### config.mk
export PLATFORM = sky130hd
export DESIGN_NAME = circular_queue_with_insert
export DESIGN_NICKNAME = d
export VERILOG_FILES = /design/src/design/cqi_pkg.sv /design/src/design/cqi_mem.sv /design/src/design/cqi_seq.sv /design/src/design/circular_queue_with_insert.sv
export SDC_FILE = /design/constraint.sdc
export NUM_CORES = 1
export LEC_CHECK = 0
export BUFFER_PORTS_ARGS = -buffer_cell sky130_fd_sc_hd__buf_2
export CAP_MARGIN = 20
export CORE_MARGIN = 1
export CORE_UTILIZATION = 55
export DETAILED_ROUTE_END_ITERATION = 12
export PLACE_DENSITY = 0.83
export SLEW_MARGIN = 20
export SYNTH_ARGS = -nofsm -noshare
export SYNTH_HDL_FRONTEND = slang
export SYNTH_HIERARCHICAL = 1
export SYNTH_SLANG_ARGS = --single-unit
### constraint.sdc
create_clock -name clk -period 5.14 [get_ports clk]
set_input_delay 0.514 -clock clk [delete_from_list [all_inputs] [get_ports clk]]
set_output_delay 0.514 -clock clk [all_outputs]
set_load 0.03 [all_outputs]
### src/design/cqi_pkg.sv
// Shared types, constants and pointer helpers for the circular queue with insert.
package cqi_pkg;

	localparam int DEPTH    = 8;
	localparam int PTR_W    = $clog2(DEPTH);
	localparam int VALUE_W  = 32;
	localparam int ACTION_W = 2;
	localparam int POS_W    = 4;
	localparam int COUNT_W  = 3;
	localparam int CMP_W    = ((PTR_W > POS_W) ? PTR_W : POS_W) + 1;

	typedef logic [PTR_W-1:0] ptr_t;

	localparam ptr_t FULL_N = PTR_W'(DEPTH - 1);

	typedef enum logic [ACTION_W-1:0] {
		ACT_PUSH,
		ACT_POP,
		ACT_PEEK,
		ACT_INSERT
	} action_t;

	typedef enum logic [2:0] {
		ST_IDLE,
		ST_READ,
		ST_SH_RD,
		ST_SH_WR,
		ST_INS_WR,
		ST_FIN
	} state_t;

	typedef struct packed {
		logic               we;
		ptr_t               waddr;
		logic [VALUE_W-1:0] wdata;
		logic               re;
		ptr_t               raddr;
	} mem_req_t;

	typedef struct packed {
		logic               ok;
		logic [VALUE_W-1:0] value;
		logic [COUNT_W-1:0] count;
	} res_t;

	function automatic ptr_t ptr_inc(input ptr_t p);
		if (p == FULL_N) begin
			return '0;
		end
		return p + PTR_W'(1);
	endfunction

	function automatic ptr_t ptr_dec(input ptr_t p);
		if (p == '0) begin
			return FULL_N;
		end
		return p - PTR_W'(1);
	endfunction

	// Number of stored values, (tail - head) mod DEPTH.
	function automatic ptr_t occupancy(input ptr_t tail, input ptr_t head);
		if (tail >= head) begin
			return tail - head;
		end
		return tail - head + PTR_W'(DEPTH);
	endfunction

	function automatic logic [COUNT_W-1:0] to_count(input ptr_t n);
		logic [CMP_W-1:0] w;
		w = CMP_W'(n);
		return w[COUNT_W-1:0];
	endfunction

endpackage

### src/design/cqi_mem.sv
// Slot memory: one write port, one read port with registered read data.
module cqi_mem import cqi_pkg::*; (
	input  logic               clk,
	input  mem_req_t           req,
	output logic [VALUE_W-1:0] rdata
);

	logic [VALUE_W-1:0] mem_q [DEPTH];
	logic [VALUE_W-1:0] rdata_q;

	always_ff @(posedge clk) begin
		if (req.we) begin
			mem_q[req.waddr] <= req.wdata;
		end
		if (req.re) begin
			rdata_q <= mem_q[req.raddr];
		end
	end

	assign rdata = rdata_q;

endmodule

### src/design/cqi_seq.sv
// Sequencer: head and tail pointers, action decode and the one-entry-per-step insert shift.
module cqi_seq import cqi_pkg::*; (
	input  logic               clk,
	input  logic               arst_n,
	input  logic               in_valid,
	output logic               in_ready,
	input  logic [ACTION_W-1:0] action,
	input  logic [VALUE_W-1:0] in_value,
	input  logic [POS_W-1:0]   position,
	output mem_req_t           mem_req,
	input  logic [VALUE_W-1:0] rdata,
	output logic               res_valid,
	input  logic               res_take,
	output res_t               res
);

	state_t             state_q, state_d;
	ptr_t               head_q, head_d;
	ptr_t               tail_q, tail_d;
	ptr_t               rp_q, rp_d;
	ptr_t               steps_q, steps_d;
	action_t            act_q, act_d;
	logic [VALUE_W-1:0] val_q, val_d;
	logic               res_ok_q, res_ok_d;
	logic [VALUE_W-1:0] res_val_q, res_val_d;

	ptr_t               n;
	logic [CMP_W-1:0]   k_w;
	logic [CMP_W-1:0]   n_w;
	logic [CMP_W-1:0]   span_w;

	always_ff @(posedge clk or negedge arst_n) begin
		if (!arst_n) begin
			state_q <= ST_IDLE;
			head_q  <= '0;
			tail_q  <= '0;
		end else begin
			state_q <= state_d;
			head_q  <= head_d;
			tail_q  <= tail_d;
		end
	end

	always_ff @(posedge clk) begin
		rp_q      <= rp_d;
		steps_q   <= steps_d;
		act_q     <= act_d;
		val_q     <= val_d;
		res_ok_q  <= res_ok_d;
		res_val_q <= res_val_d;
	end

	always_comb begin
		n      = occupancy(tail_q, head_q);
		k_w    = CMP_W'(position);
		n_w    = CMP_W'(n);
		span_w = n_w + CMP_W'(1) - k_w;

		state_d   = state_q;
		head_d    = head_q;
		tail_d    = tail_q;
		rp_d      = rp_q;
		steps_d   = steps_q;
		act_d     = act_q;
		val_d     = val_q;
		res_ok_d  = res_ok_q;
		res_val_d = res_val_q;

		mem_req       = '0;
		mem_req.waddr = ptr_inc(rp_q);
		mem_req.raddr = rp_q;
		in_ready      = (state_q == ST_IDLE);
		res_valid     = 1'b0;

		case (state_q)
			ST_IDLE: begin
				if (in_valid) begin
					act_d     = action_t'(action);
					val_d     = in_value;
					res_ok_d  = 1'b0;
					res_val_d = '0;
					state_d   = ST_FIN;
					case (action_t'(action))
						ACT_PUSH: begin
							if (n != FULL_N) begin
								tail_d        = ptr_inc(tail_q);
								mem_req.we    = 1'b1;
								mem_req.waddr = ptr_inc(tail_q);
								mem_req.wdata = in_value;
								res_ok_d      = 1'b1;
							end
						end
						ACT_POP, ACT_PEEK: begin
							if (n != '0) begin
								mem_req.re    = 1'b1;
								mem_req.raddr = ptr_inc(head_q);
								state_d       = ST_READ;
							end
						end
						ACT_INSERT: begin
							if (n != FULL_N && k_w >= CMP_W'(1) && k_w <= n_w + CMP_W'(1)) begin
								rp_d    = tail_q;
								steps_d = span_w[PTR_W-1:0];
								state_d = (span_w == '0) ? ST_INS_WR : ST_SH_RD;
							end
						end
						default: begin
							state_d = ST_FIN;
						end
					endcase
				end
			end
			ST_READ: begin
				res_ok_d  = 1'b1;
				res_val_d = rdata;
				if (act_q == ACT_POP) begin
					head_d = ptr_inc(head_q);
				end
				state_d = ST_FIN;
			end
			ST_SH_RD: begin
				mem_req.re = 1'b1;
				state_d    = ST_SH_WR;
			end
			ST_SH_WR: begin
				// move the entry one slot toward the tail, then step back
				mem_req.we    = 1'b1;
				mem_req.wdata = rdata;
				rp_d          = ptr_dec(rp_q);
				steps_d       = steps_q - PTR_W'(1);
				state_d       = (steps_q == PTR_W'(1)) ? ST_INS_WR : ST_SH_RD;
			end
			ST_INS_WR: begin
				mem_req.we    = 1'b1;
				mem_req.wdata = val_q;
				tail_d        = ptr_inc(tail_q);
				res_ok_d      = 1'b1;
				state_d       = ST_FIN;
			end
			ST_FIN: begin
				res_valid = 1'b1;
				if (res_take) begin
					state_d = ST_IDLE;
				end
			end
			default: begin
				state_d = ST_IDLE;
			end
		endcase
	end

	assign res.ok    = res_ok_q;
	assign res.value = res_val_q;
	assign res.count = to_count(n);

endmodule

### src/design/circular_queue_with_insert.sv
// Top level of the circular queue with positional insert.
//
// A ring buffer of DEPTH slots holding at most DEPTH-1 signed 32-bit values. Each input
// transfer carries one action (push, pop, peek at the head, insert at a one-based position)
// and produces exactly one result transfer with an ok flag, the value popped or peeked
// (zero otherwise) and the count after the action. The block works on one item at a time:
// in_ready is high only while the sequencer is idle. A push or a failed action goes from
// idle straight to the finish state; a pop or peek passes through a read state first (the
// slot memory has a registered read port); an insert at position k with n values stored
// shifts n+1-k entries, each read and rewritten one slot toward the tail through the
// single memory port pair. A successful insert needs n <= DEPTH-2, so the longest one is
// at the head of a queue one short of full. The result sits in an output register, so the
// sequencer goes back to idle as soon as that register is free; if out_ready is held low,
// the sequencer waits with its finished result until it can hand it over. The slot memory
// is not cleared at reset; only occupied slots are ever read.
module circular_queue_with_insert import cqi_pkg::*; (
	input  logic                       clk,
	input  logic                       arst_n,
	input  logic                       in_valid,
	output logic                       in_ready,
	input  logic [ACTION_W-1:0]        action,
	input  logic signed [VALUE_W-1:0]  in_value,
	input  logic [POS_W-1:0]           position,
	output logic                       out_valid,
	input  logic                       out_ready,
	output logic                       ok,
	output logic signed [VALUE_W-1:0]  out_value,
	output logic [COUNT_W-1:0]         count
);

	mem_req_t           mem_req;
	logic [VALUE_W-1:0] rdata;
	logic               res_valid;
	logic               res_take;
	res_t               res;

	logic               out_valid_q;
	logic               ok_q;
	logic [VALUE_W-1:0] value_q;
	logic [COUNT_W-1:0] count_q;

	cqi_seq u_seq (
		.clk       (clk),
		.arst_n    (arst_n),
		.in_valid  (in_valid),
		.in_ready  (in_ready),
		.action    (action),
		.in_value  (in_value),
		.position  (position),
		.mem_req   (mem_req),
		.rdata     (rdata),
		.res_valid (res_valid),
		.res_take  (res_take),
		.res       (res)
	);

	cqi_mem u_mem (
		.clk   (clk),
		.req   (mem_req),
		.rdata (rdata)
	);

	// Load the output register when it is empty or its result transfers this cycle.
	assign res_take = res_valid && (!out_valid_q || out_ready);

	always_ff @(posedge clk or negedge arst_n) begin
		if (!arst_n) begin
			out_valid_q <= 1'b0;
		end else if (res_take) begin
			out_valid_q <= 1'b1;
		end else if (out_ready) begin
			out_valid_q <= 1'b0;
		end
	end

	// Hold the payload until the result transfers.
	always_ff @(posedge clk) begin
		if (res_take) begin
			ok_q    <= res.ok;
			value_q <= res.value;
			count_q <= res.count;
		end
	end

	assign out_valid = out_valid_q;
	assign ok        = ok_q;
	assign out_value = value_q;
	assign count     = count_q;

endmodule
### After elaboration in Yosys (flattened, before gate mapping)

Memory sizes are Yosys's and may differ from the RTL's. A register that Yosys moved wholly into a read port is not among the register bits.
Cells that the tools add are included.
W data, S select, Z words.

* bits in registers: 119
* memory bits (writable): 256
* output and inout port bits: 38
* word-level logic and storage cells: 140
* memories: 1

* $add $sub $neg: 8
* magnitude comparators: 3
* equality and inequality tests: 20
* muxes and demuxes: 70
* reductions and logical operators: 25

Memories
* u_mem.mem_q: depth 8, bits a word 32, read ports 1, clocked after Yosys merged registers in 1, wr ports 1, line cqi_mem.sv:8 `logic [VALUE_W-1:0] mem_q [DEPTH];`

Operators with widths (number)
* $pmux W32 S3: 1
* $mux W3: 29
* $mux W36: 2
* $pmux W32 S2: 1
* $mux W40: 1
* $mux W32: 1
* $mux W1: 25
* $pmux W3 S2: 4
* $eq A3 B3 Y1 const B: 5
* $pmux W3 S5: 1
* $reduce_and A2 Y1: 5
* $reduce_bool A2 Y1: 5
* $add A3 B1 Y3 const B: 3
* $mux W4: 2
* $ne A2 B1 Y1 const B: 4
* $reduce_and A4 Y1: 2
* $eq A3 B1 Y1 const B: 2
* $eq A3 B2 Y1 const B: 2
* $logic_not A3 Y1: 2
* $pmux W1 S2: 3
* $reduce_or A2 Y1: 3
* $sub A3 B1 Y3 const B: 2
* $le A4 B5 Y1: 1
* $logic_not A5 Y1: 1
* other kinds (14): 19

### Longest topological paths before layout

Gate-level depths: netlist (run 1).

* depth after elaboration: 15
* gate-level depth with buffers: 14
* depth with buffers taken out: 13

### By module

Netlist (run 1), hierarchy kept.

Modules (own cells, without submodules)
* cqi_mem: times used 1, cells an instance 415, area an instance 10786.6 um^2, sequential area each 8648.3 um^2
* cqi_seq: times used 1, cells an instance 371, area an instance 4344.2 um^2, sequential area each 2417.3 um^2
* circular_queue_with_insert: times used 1, cells an instance 40, area an instance 1124.8 um^2, sequential area each 1106.1 um^2

### Least setup slack after synthesis (run 1)

OpenSTA, ideal clock, no wires.

* path type: flip-flop to flip-flop
* start: reg u_seq.tail_q[0]
* end: mem u_mem.mem_q[0][0], enable pin
* setup time: 0.461 ns
* arrival: 4.852 ns
* required time: 4.679 ns
* setup slack: -0.173 ns
* cell stages (with the launch flop): 14
* buffers on the path: 1
* cells stage by stage: dfrtp_1 > inv_1 > ha_1 > inv_1 > fa_1 > xor3_1 > inv_1 > ha_1 > nor2b_1 > and3_2 > buf_4 > mux2_2 > nand2b_1 > nor3_1

RTL lines
* start, declared: line cqi_seq.sv:19 `ptr_t tail_q, tail_d;`
* start signal, assigned: line cqi_seq.sv:40 `tail_q <= tail_d;`
* end, declared: line cqi_mem.sv:8

==> flow_summary.yaml, run 1 <==
timing:
  tightest_slew_ps: 965.6
  setup_viol: 0
  min_period_over_period_pct: 82.42
  clock_skew_ps: 17.82
  fin_setup_tns_ps: 0
  fin_ws_ps: 903.4
  period_minus_slack_ps: 4237
  fmax_ghz: 0.2360
  finalMaxSlewViolations: 0
  hold_viol: 0
  rsz0062_at_grt: "no"
  max-slew-margin-rel_pct: 35.62
clock_network:
  clockBufferDepth: 3
  cts_buffers: 40
  clk_latency_ps: 530
  htreeDepth: 2
  cts.sinks: 407
  clockRootBuffer: "clkbuf_16"
  cts.repair.resized: 0
  cts_tree: "yes"
  clkTransAtPathRegs_ps: 60
critical_path:
  cp_cell_sequence: "inv_1, ha_1, inv_1, fa_1, xor3_1, inv_1, ha_1, nor2b_1, and3_2, buf_4, or3_1, nand2b_1, nor3_4, buf_4"
  end_kind: "flip-flop"
  required_ps: 5290
  reg2reg_slack_ps: 900
  critPathMaxFanout: 32
  cp_top_family: "simple AND/OR/NAND/NOR gates"
  arrival_ps: 4390
  worstSetupPathType: "reg2reg"
  path_common_cell: "inv_1"
  critPathSlowestCell: "and3_2"
  worst-path-buf-inv: 5
  max_stage_delay_ps: 550
  crit_path_start_kind: "flip-flop"
pwr:
  ir_drop_mv: 0.2647
  power.density_mw_per_mm2: 507.2
  leakagePower_nw: 6.509
routing:
  vias: 7907
  dr.pass1.iters: 5
  drc: 0
  finalWirelength_mm: 31.48
  drt_iter0_drc: 717
  routedWlPerCell_um: 23.53
  via_per_inst: 5.910
  antenna_left: 0
global_route:
  grt_antenna_before_repair: 0
  grt_pass1_vias: 8253
  grtUsageTotal_pct: 21.11
  grt_pass1_wl_mm: 47.58
  grt-ovfl-total: 0
  grt_max_degree: 65
yosys:
  synth_seq_cells: 407
  synth_ff_type: "edfxtp_1"
  synth_edf_count: 397
  yosysWarnings: 6
  netlist_instances: 826
  synth_nets: 895
  yosysUniqueCellTypes: 54
  yosysSeqAreaShare_pct: 74.88
  syn_area_mm2: 0.01626
  syn_avg_cell_area_um2: 19.68
  ys_async_sr_fraction_pct: 2.457
hold_path:
  hold_class: "in2reg"
floorplan:
  num_rows: 62
  die_area_mm2: 0.03025
  ioPinCount: 80
  initial_core_util_pct: 56.33
  die_h_um: 173.9
  core_mm2: 0.02886
  die_w_um: 173.9
placed_design:
  dp.final_hpwl_mm: 17.21
  finalWeightedCongestion: 0.7978
  port_buffers: 79
  post-place-ws_ps: 956.1
job:
  cap_viol_max_count: 0
finish:
  nNetsFinal: 995
  nFillCells: 1927
  drive_above_1_share_pct: 24.74
  layout_common_cells: "edfxtp_1, buf_2, nand2_1, clkbuf_16, mux4_1"
  final_common_cell: "edfxtp_1"
  antenna_cells: 0
  syn_to_final_growth_pct: 12.60
status:
  outcome: "finished, final reports clean"
-- cell usage after synthesis, drive strengths merged (3+ instances only) --
cell type,count,area [um2]
and3,3,21.27
and2,36,226.5
a21oi,7,35.03
buf,31,221.5
mux2,42,484.2
nor2,14,52.55
ha,25,312.8
nor2b,3,18.77
dfrtp,10,250.2
nand2,71,266.5
or3,3,18.77
nand2b,9,56.30
clkbuf,7,26.28
o21ai,8,40.04
nor3,6,52.55
inv,24,90.08
a31oi,3,18.77
mux4,64,1592
edfxtp,397,11920
a22oi,32,240.2
-- layout make-up --
class | count | area, um2 | share of cell area (%)
inverter | 24 | 90.09 | 0.4922
sequential | 407 | 12170 | 66.50
multi-input combinational | 357 | 3794 | 20.73
timing repair buffer | 96 | 538.0 | 2.939
clock inverter | 15 | 130.1 | 0.7109
clock buffer | 55 | 1100 | 6.009
tap | 384 | 480.5 | 2.625
-- metal layers --
metal  GRT usage (%)  vias up  wire length, um
li1                -     3498                -
met1           27.83     4034            12540
met2           36.15      311            16100
met3           3.478       64             2076
met4           6.762        0              759
met5               0        -                0
-- logic make-up after synthesis --
group                    Yosys count  synth area share (%)
AO/OA/AOI/OAI                     64                 2.771
XOR/XNOR                           2                0.2001
adder cells (fa/ha/maj)           27                 2.171
buffers and inverters             62                 2.078
flip-flops                       407                 74.88
multiplexers                     108                 12.89
AND/OR/NAND/NOR                  156                 5.011
-- final timing paths --
check                                         from           endpoint  depth (start not counted)
worst max-delay path               u_seq/tail_q[0]  u_mem/mem_q[0][8]                         14
worst min-delay path                  in_value[25]    u_seq/val_q[25]                          1
worst max register to register     u_seq/tail_q[0]  u_mem/mem_q[0][8]                         14
worst min register to register  u_seq/res_val_q[3]       out_value[3]                          0
max in group asynchronous                   arst_n    u_seq/tail_q[2]                          2
min in group asynchronous                   arst_n   u_seq/state_q[2]                          2
-- worst register-to-register path, stage by stage (launching register included) --
cell and delay, ps:
dfrtp_1 400, inv_1 80, ha_1 140, inv_1 50, fa_1 350, xor3_1 460, inv_1 90, ha_1 220
nor2b_1 170, and3_2 550, buf_4 340, or3_1 160, nand2b_1 180, nor3_4 160, buf_4 500
-- sequential cells by signal, indices dropped and copies added (netlist names), 2 cells and up --
signal,flops
u_seq/act_q,2
count,3
out_value,32
u_seq/tail_q,3
u_mem/mem_q,256
u_seq/rp_q,3
u_seq/res_val_q,32
u_seq/val_q,32
u_mem/rdata,32
u_seq/head_q,3
u_seq/state_q,3
u_seq/steps_q,3
-- per-stage QoR --
| step | hold slack, ps | area (um2) | power [W] | util (%) | instances |
|---|---|---|---|---|---|
| 4_1_cts | 161.1 | 18300 | 0.009346 | 63.42 | 1338 |
| 5_1_grt | 161.2 | 18300 | 0.009688 | 63.43 | 1338 |
| 2_1_floorplan | 218.4 | 16260 | 0.005980 | - | 826 |
| 6_report | 181.9 | 18300 | 0.009283 | 63.43 | 1338 |
| 3_5_place_dp | 405.4 | 17060 | 0.006589 | 59.13 | 1267 |
| 3_3_place_gp | 394.5 | 17060 | 0.006493 | 59.13 | 1267 |
-- power breakdown --
group | leakage, nW | switching (W) | internal [W]
clock network | 0.596 | 0.00115 | 0.00160
logic | 2.10 | 0.00136 | 0.000695
registers | 3.81 | 0.000151 | 0.00433
total | 6.51 | 0.00266 | 0.00662
-- repair_timing --
| item | 4_1_cts | 5_1_grt |
|---|---|---|
| hold buffers | 1 | 0 |
| buffers inserted | 0 | 0 |
| hold endpoints to repair | 10 | 0 |
(Power assumes the default switching activity.)
==> run 2, diff against run 1 <==
- PLACE_DENSITY: 0.83 -> 0.8
- clock period: 5.14 -> 4.03 ns (I/O delays scaled with it)
==> flow_summary.yaml, run 2 (synthesis gave the netlist of run 1 again) <==
hold_path:
  hold_class: "in2reg"
  hold_end: "u_seq/val_q[13]"
  hp-start: "in_value[13]"
  min_path_cells: 1
timing:
  min_period_over_period_pct: 93.47
  clock_skew_ps: 18.69
  setup_viol: 0
  hold_viol: 0
  tightest_slew_ps: 946.7
  fmax_ghz: 0.2655
  rsz0062_at_grt: "no"
  max-slew-margin-rel_pct: 36.65
  fin_hold_ws_ps: 58.92
  period_minus_slack_ps: 3767
  finalMaxSlewViolations: 0
  fin_setup_tns_ps: 0
  fin_ws_ps: 263.0
floorplan:
  core_mm2: 0.02886
  die_area_mm2: 0.03025
  initial_core_util_pct: 56.33
  die_h_um: 173.9
  num_rows: 62
  die_w_um: 173.9
  ioPinCount: 80
global_route:
  grtUsageMet3_pct: 3.412
  grt_pass1_vias: 8232
  grt-ovfl-total: 0
  met1_usage_pct: 29.75
  grt_max_degree: 44
  grt_pass1_wl_mm: 49.05
  grt_most_used_layer: "met2"
  use_met2_pct: 36.85
  grtUsageTotal_pct: 21.92
  grt_antenna_before_repair: 0
critical_path:
  arrival_ps: 3950
  r2r-start: "u_seq/tail_q[0]"
  end_kind: "flip-flop"
  reg2reg_slack_ps: 260
  reg2reg_depth: 13
  worstSetupPathType: "reg2reg"
  critPathMaxFanout: 21
  crit_path_start_kind: "flip-flop"
  critPathLaunch: "u_seq/tail_q[0]"
  worstReg2RegEnd: "u_mem/mem_q[3][4]"
  required_ps: 4220
clock_network:
  cts_buffers: 40
  clkTransAtPathRegs_ps: 60
  clockRootBuffer: "clkbuf_16"
  clk_latency_ps: 540
  cts.sinks: 407
  clockBufferDepth: 3
  htreeDepth: 2
  cts_tree: "yes"
pwr:
  power.density_mw_per_mm2: 646.2
  leakagePower_nw: 6.634
  ir_drop_mv: 0.3701
finish:
  ff_latch_area_mm2: 0.01217
  final_common_cell: "edfxtp_1"
  antenna_cells: 0
  layout_common_cells: "edfxtp_1, buf_2, nand2_1, clkbuf_16, mux4_1"
  multi_input_area_mm2: 0.003799
  drive_above_1_share_pct: 26.67
  nNetsFinal: 1010
  top_register: "u_mem/mem_q"
  nFillCells: 1944
  stdcell_area_mm2: 0.01852
  largest_reg_flops: 256
  syn_to_final_growth_pct: 13.92
routing:
  antenna_left: 0
  drc: 0
  vias: 8091
  via_per_inst: 5.971
  routedWlPerCell_um: 23.76
  drt_iter0_drc: 816
  finalWirelength_mm: 32.20
  dr.pass1.iters: 5
placed_design:
  finalWeightedCongestion: 0.8485
  port_buffers: 79
  post-place-ws_ps: 165.9
  dp.final_hpwl_mm: 18.66
  dpl-instance-area_mm2: 0.01724
status:
  outcome: "finished, final reports clean"
job:
  cap_viol_max_count: 0
run 2: cell count changes in the layout (fill, tap and decap cells not counted), sizes merged:
| cell | before | now |
|---|---|---|
| bufinv | 2 | 4 |
| inv | 24 | 25 |
| buf | 95 | 110 |
| clkbuf | 55 | 46 |
| clkinv | 13 | 21 |
run 2: worst max-delay path: stages, from the launching register on:
cell and delay [ps]:
dfrtp_1 410, inv_1 80, ha_1 140, inv_1 50
fa_1 370, xor3_1 450, inv_1 90, ha_1 220
nor2b_1 190, and3_2 320, mux2_2 360, nand2b_1 250
nor2_2 150, buf_4 340
run 2: per-layer routing:
metal  routed length, um  vias up  part of all wire, %
li1                    -     3533                    -
met1               13000     4165                   40
met2               16200      340                   50
met3                2320       53                  7.2
met4                 680        0                  2.1
met5                   0        -                    0
run 2: worst max path at each step:
| stage | slack [ps] | endpoint | cells past startpoint |
|---|---|---|---|
| 2_1_floorplan | -430 | u_mem/mem_q[2][0] | 13 |
| 3_3_place_gp | 230 | u_mem/mem_q[3][5] | 13 |
| 3_5_place_dp | 170 | u_mem/mem_q[3][4] | 13 |
| 4_1_cts | 90 | u_mem/mem_q[3][4] | 13 |
| 5_1_grt | 10 | u_mem/mem_q[3][4] | 14 |
| 6_report | 260 | u_mem/mem_q[3][4] | 13 |
run 2: final cells by class:
type	instances	share of cell area [%]
inverter	24	0.4865
tap	384	2.594
clock inverter	26	1.284
timing repair buffer	111	3.871
clock buffer	46	5.527
sequential	407	65.73
multi-input combinational	357	20.51
run 2: per-stage QoR:
| step | util (%) | std cells | total power, W |
|---|---|---|---|
| after detailed placement | 59.76 | 1282 | 0.008447 |
| after CTS | 64.16 | 1355 | 0.01206 |
| after global placement | 59.76 | 1282 | 0.008348 |
| after floorplan | - | 826 | 0.007628 |
| final | 64.17 | 1355 | 0.01197 |
| after global routing | 64.17 | 1355 | 0.01249 |
run 2: timing repair:
action	CTS	global route
resized for setup	0	2
endpoints found under the setup margin	0	128
endpoints found under the hold margin	10	0
setup buffers	0	0
hold buffers	1	0
run 2: power breakdown:
group,internal [W],switching [W]
Combinational,0.000915,0.00175
Sequential,0.00552,0.000191
Clock,0.00208,0.00151
==> run 3, diff against run 2 <==
- clock period: 4.03 -> 3.88 ns (I/O delays scaled with it)
==> flow_summary.yaml, run 3 (synthesis gave the netlist of run 1 again) <==
critical_path:
  worstReg2RegEnd: "u_mem/rdata[15]"
  critPathMaxFanout: 16
  end_kind: "flip-flop"
  r2r-start: "u_seq/tail_q[0]"
  reg2reg_depth: 12
  worstSetupPathType: "reg2reg"
  crit_path_start_kind: "flip-flop"
  arrival_ps: 3840
  required_ps: 4150
  reg2reg_slack_ps: 300
global_route:
  grtUsageTotal_pct: 21.31
  grt_pass1_wl_mm: 47.66
  grt-ovfl-total: 0
  grt_pass1_vias: 7966
  grt_max_degree: 65
  grt_antenna_before_repair: 0
clock_network:
  htreeDepth: 2
  clockBufferDepth: 3
  cts_setup_buffers: 0
  cts_hold_buf: 1
  clockRootBuffer: "clkbuf_16"
  cts_tree: "yes"
  clkTransAtPathRegs_ps: 60
  cts.repair.resized: 0
  clk_latency_ps: 530
  cts.sinks: 407
  cts_buffers: 40
routing:
  drt_iter0_drc: 806
  drc: 0
  top_layer: "met4"
  finalWirelength_mm: 31.73
  routedWlPerCell_um: 23.45
  drt-met1-wl_mm: 13.09
  dr.pass1.iters: 5
  route.met2.wl_mm: 15.67
  vias: 8041
  wl_met3_mm: 2.315
  via_per_inst: 5.943
  antenna_left: 0
placed_design:
  post-place-ws_ps: 296.3
  dp.final_hpwl_mm: 18.17
  finalWeightedCongestion: 0.7894
  port_buffers: 79
floorplan:
  die_area_mm2: 0.03025
  core_mm2: 0.02886
  die_h_um: 173.9
  die_w_um: 173.9
  num_rows: 62
  ioPinCount: 80
  initial_core_util_pct: 56.33
timing:
  clock_skew_ps: 20.72
  max-slew-margin-rel_pct: 54.99
  tightest_slew_ps: 675.2
  rsz0062_at_grt: "no"
  fmax_ghz: 0.2796
  finalMaxSlewViolations: 0
  hold_viol: 0
  min_period_over_period_pct: 92.18
  setup_viol: 0
  fin_hold_ws_ps: 49.63
  period_minus_slack_ps: 3577
  fin_ws_ps: 303.2
finish:
  top_register: "u_mem/mem_q"
  antenna_cells: 0
  drive_above_1_share_pct: 26.63
  syn_to_final_growth_pct: 14.30
  final_common_cell: "edfxtp_1"
  nNetsFinal: 1008
  largest_reg_flops: 256
  layout_common_cells: "edfxtp_1, buf_2, nand2_1, clkbuf_16, mux4_1"
  nFillCells: 1941
hold_path:
  min_path_cells: 1
  hold_end: "u_seq/val_q[30]"
  hold_class: "in2reg"
  hp-start: "in_value[30]"
pwr:
  leakagePower_nw: 6.634
  power.density_mw_per_mm2: 669.2
  ir_drop_mv: 0.3618
job:
  cap_viol_max_count: 0
status:
  outcome: "finished, final reports clean"
[run 3: changes by cell type in the layout (fill, tap and decap cells not counted), sizes merged]
cell and change:
clkinvlp +3, bufinv -1, inv +1, clkinv -4, clkbuf +1, buf -2
[run 3: stage by stage]
| stage | utilization, % | total power (W) | cell area (um2) | cells | setup TNS, ps |
|---|---|---|---|---|---|
| after global routing | 64.39 | 0.01293 | 18580 | 1353 | 0 |
| after CTS | 64.39 | 0.01251 | 18580 | 1353 | 0 |
| final | 64.39 | 0.01243 | 18580 | 1353 | 0 |
| after global placement | 59.90 | 0.008692 | 17290 | 1279 | 0 |
| after floorplan | - | 0.007926 | 16300 | 826 | -10470 |
| after detailed placement | 60.00 | 0.008795 | 17310 | 1280 | 0 |
[run 3: area by class of cell]
| cell class | instances | area (um2) | area share, % |
|---|---|---|---|
| clock inverters | 25 | 207.7 | 1.118 |
| flip-flops and latches | 407 | 12170 | 65.51 |
| repair buffers | 109 | 780.7 | 4.202 |
| multi-input cells | 357 | 3801 | 20.46 |
| well taps | 384 | 480.5 | 2.586 |
| inverters | 24 | 90.09 | 0.4848 |
| clock buffers | 47 | 1049 | 5.643 |
[run 3: per-layer routing]
layer | GRT usage [%] | up-vias
li1 | - | 3533
met1 | 30.05 | 4124
met2 | 34.72 | 330
met5 | 0.6410 | -
met4 | 6.506 | 0
met3 | 3.215 | 54
[run 3: power by group]
group | switching, W | internal (W)
Combinational | 0.00182 | 0.000977
Clock | 0.00157 | 0.00214
Sequential | 0.000202 | 0.00573
[run 3: critical path, stage by stage (launching register included)]
cell and delay [ps]:
dfrtp_1 400, inv_1 80, ha_1 140, inv_1 40
fa_1 540, inv_1 60, ha_1 210, nand2_1 110
nand3_4 130, mux2_4 510, buf_12 220, mux4_1 590
mux2_2 280
[run 3: worst max path at each step]
stage / from / end / slack [ps] / depth (start not counted)
6_report: u_seq/tail_q[0] / u_mem/rdata[15] / 300 / 12
5_1_grt: u_seq/tail_q[0] / u_mem/rdata[15] / 140 / 12
4_1_cts: u_seq/tail_q[0] / u_mem/rdata[15] / 270 / 12
3_5_place_dp: u_seq/tail_q[0] / u_mem/rdata[15] / 300 / 12
3_3_place_gp: u_seq/tail_q[0] / u_mem/rdata[8] / 440 / 12
2_1_floorplan: u_seq/tail_q[0] / u_mem/mem_q[3][0] / -100 / 13
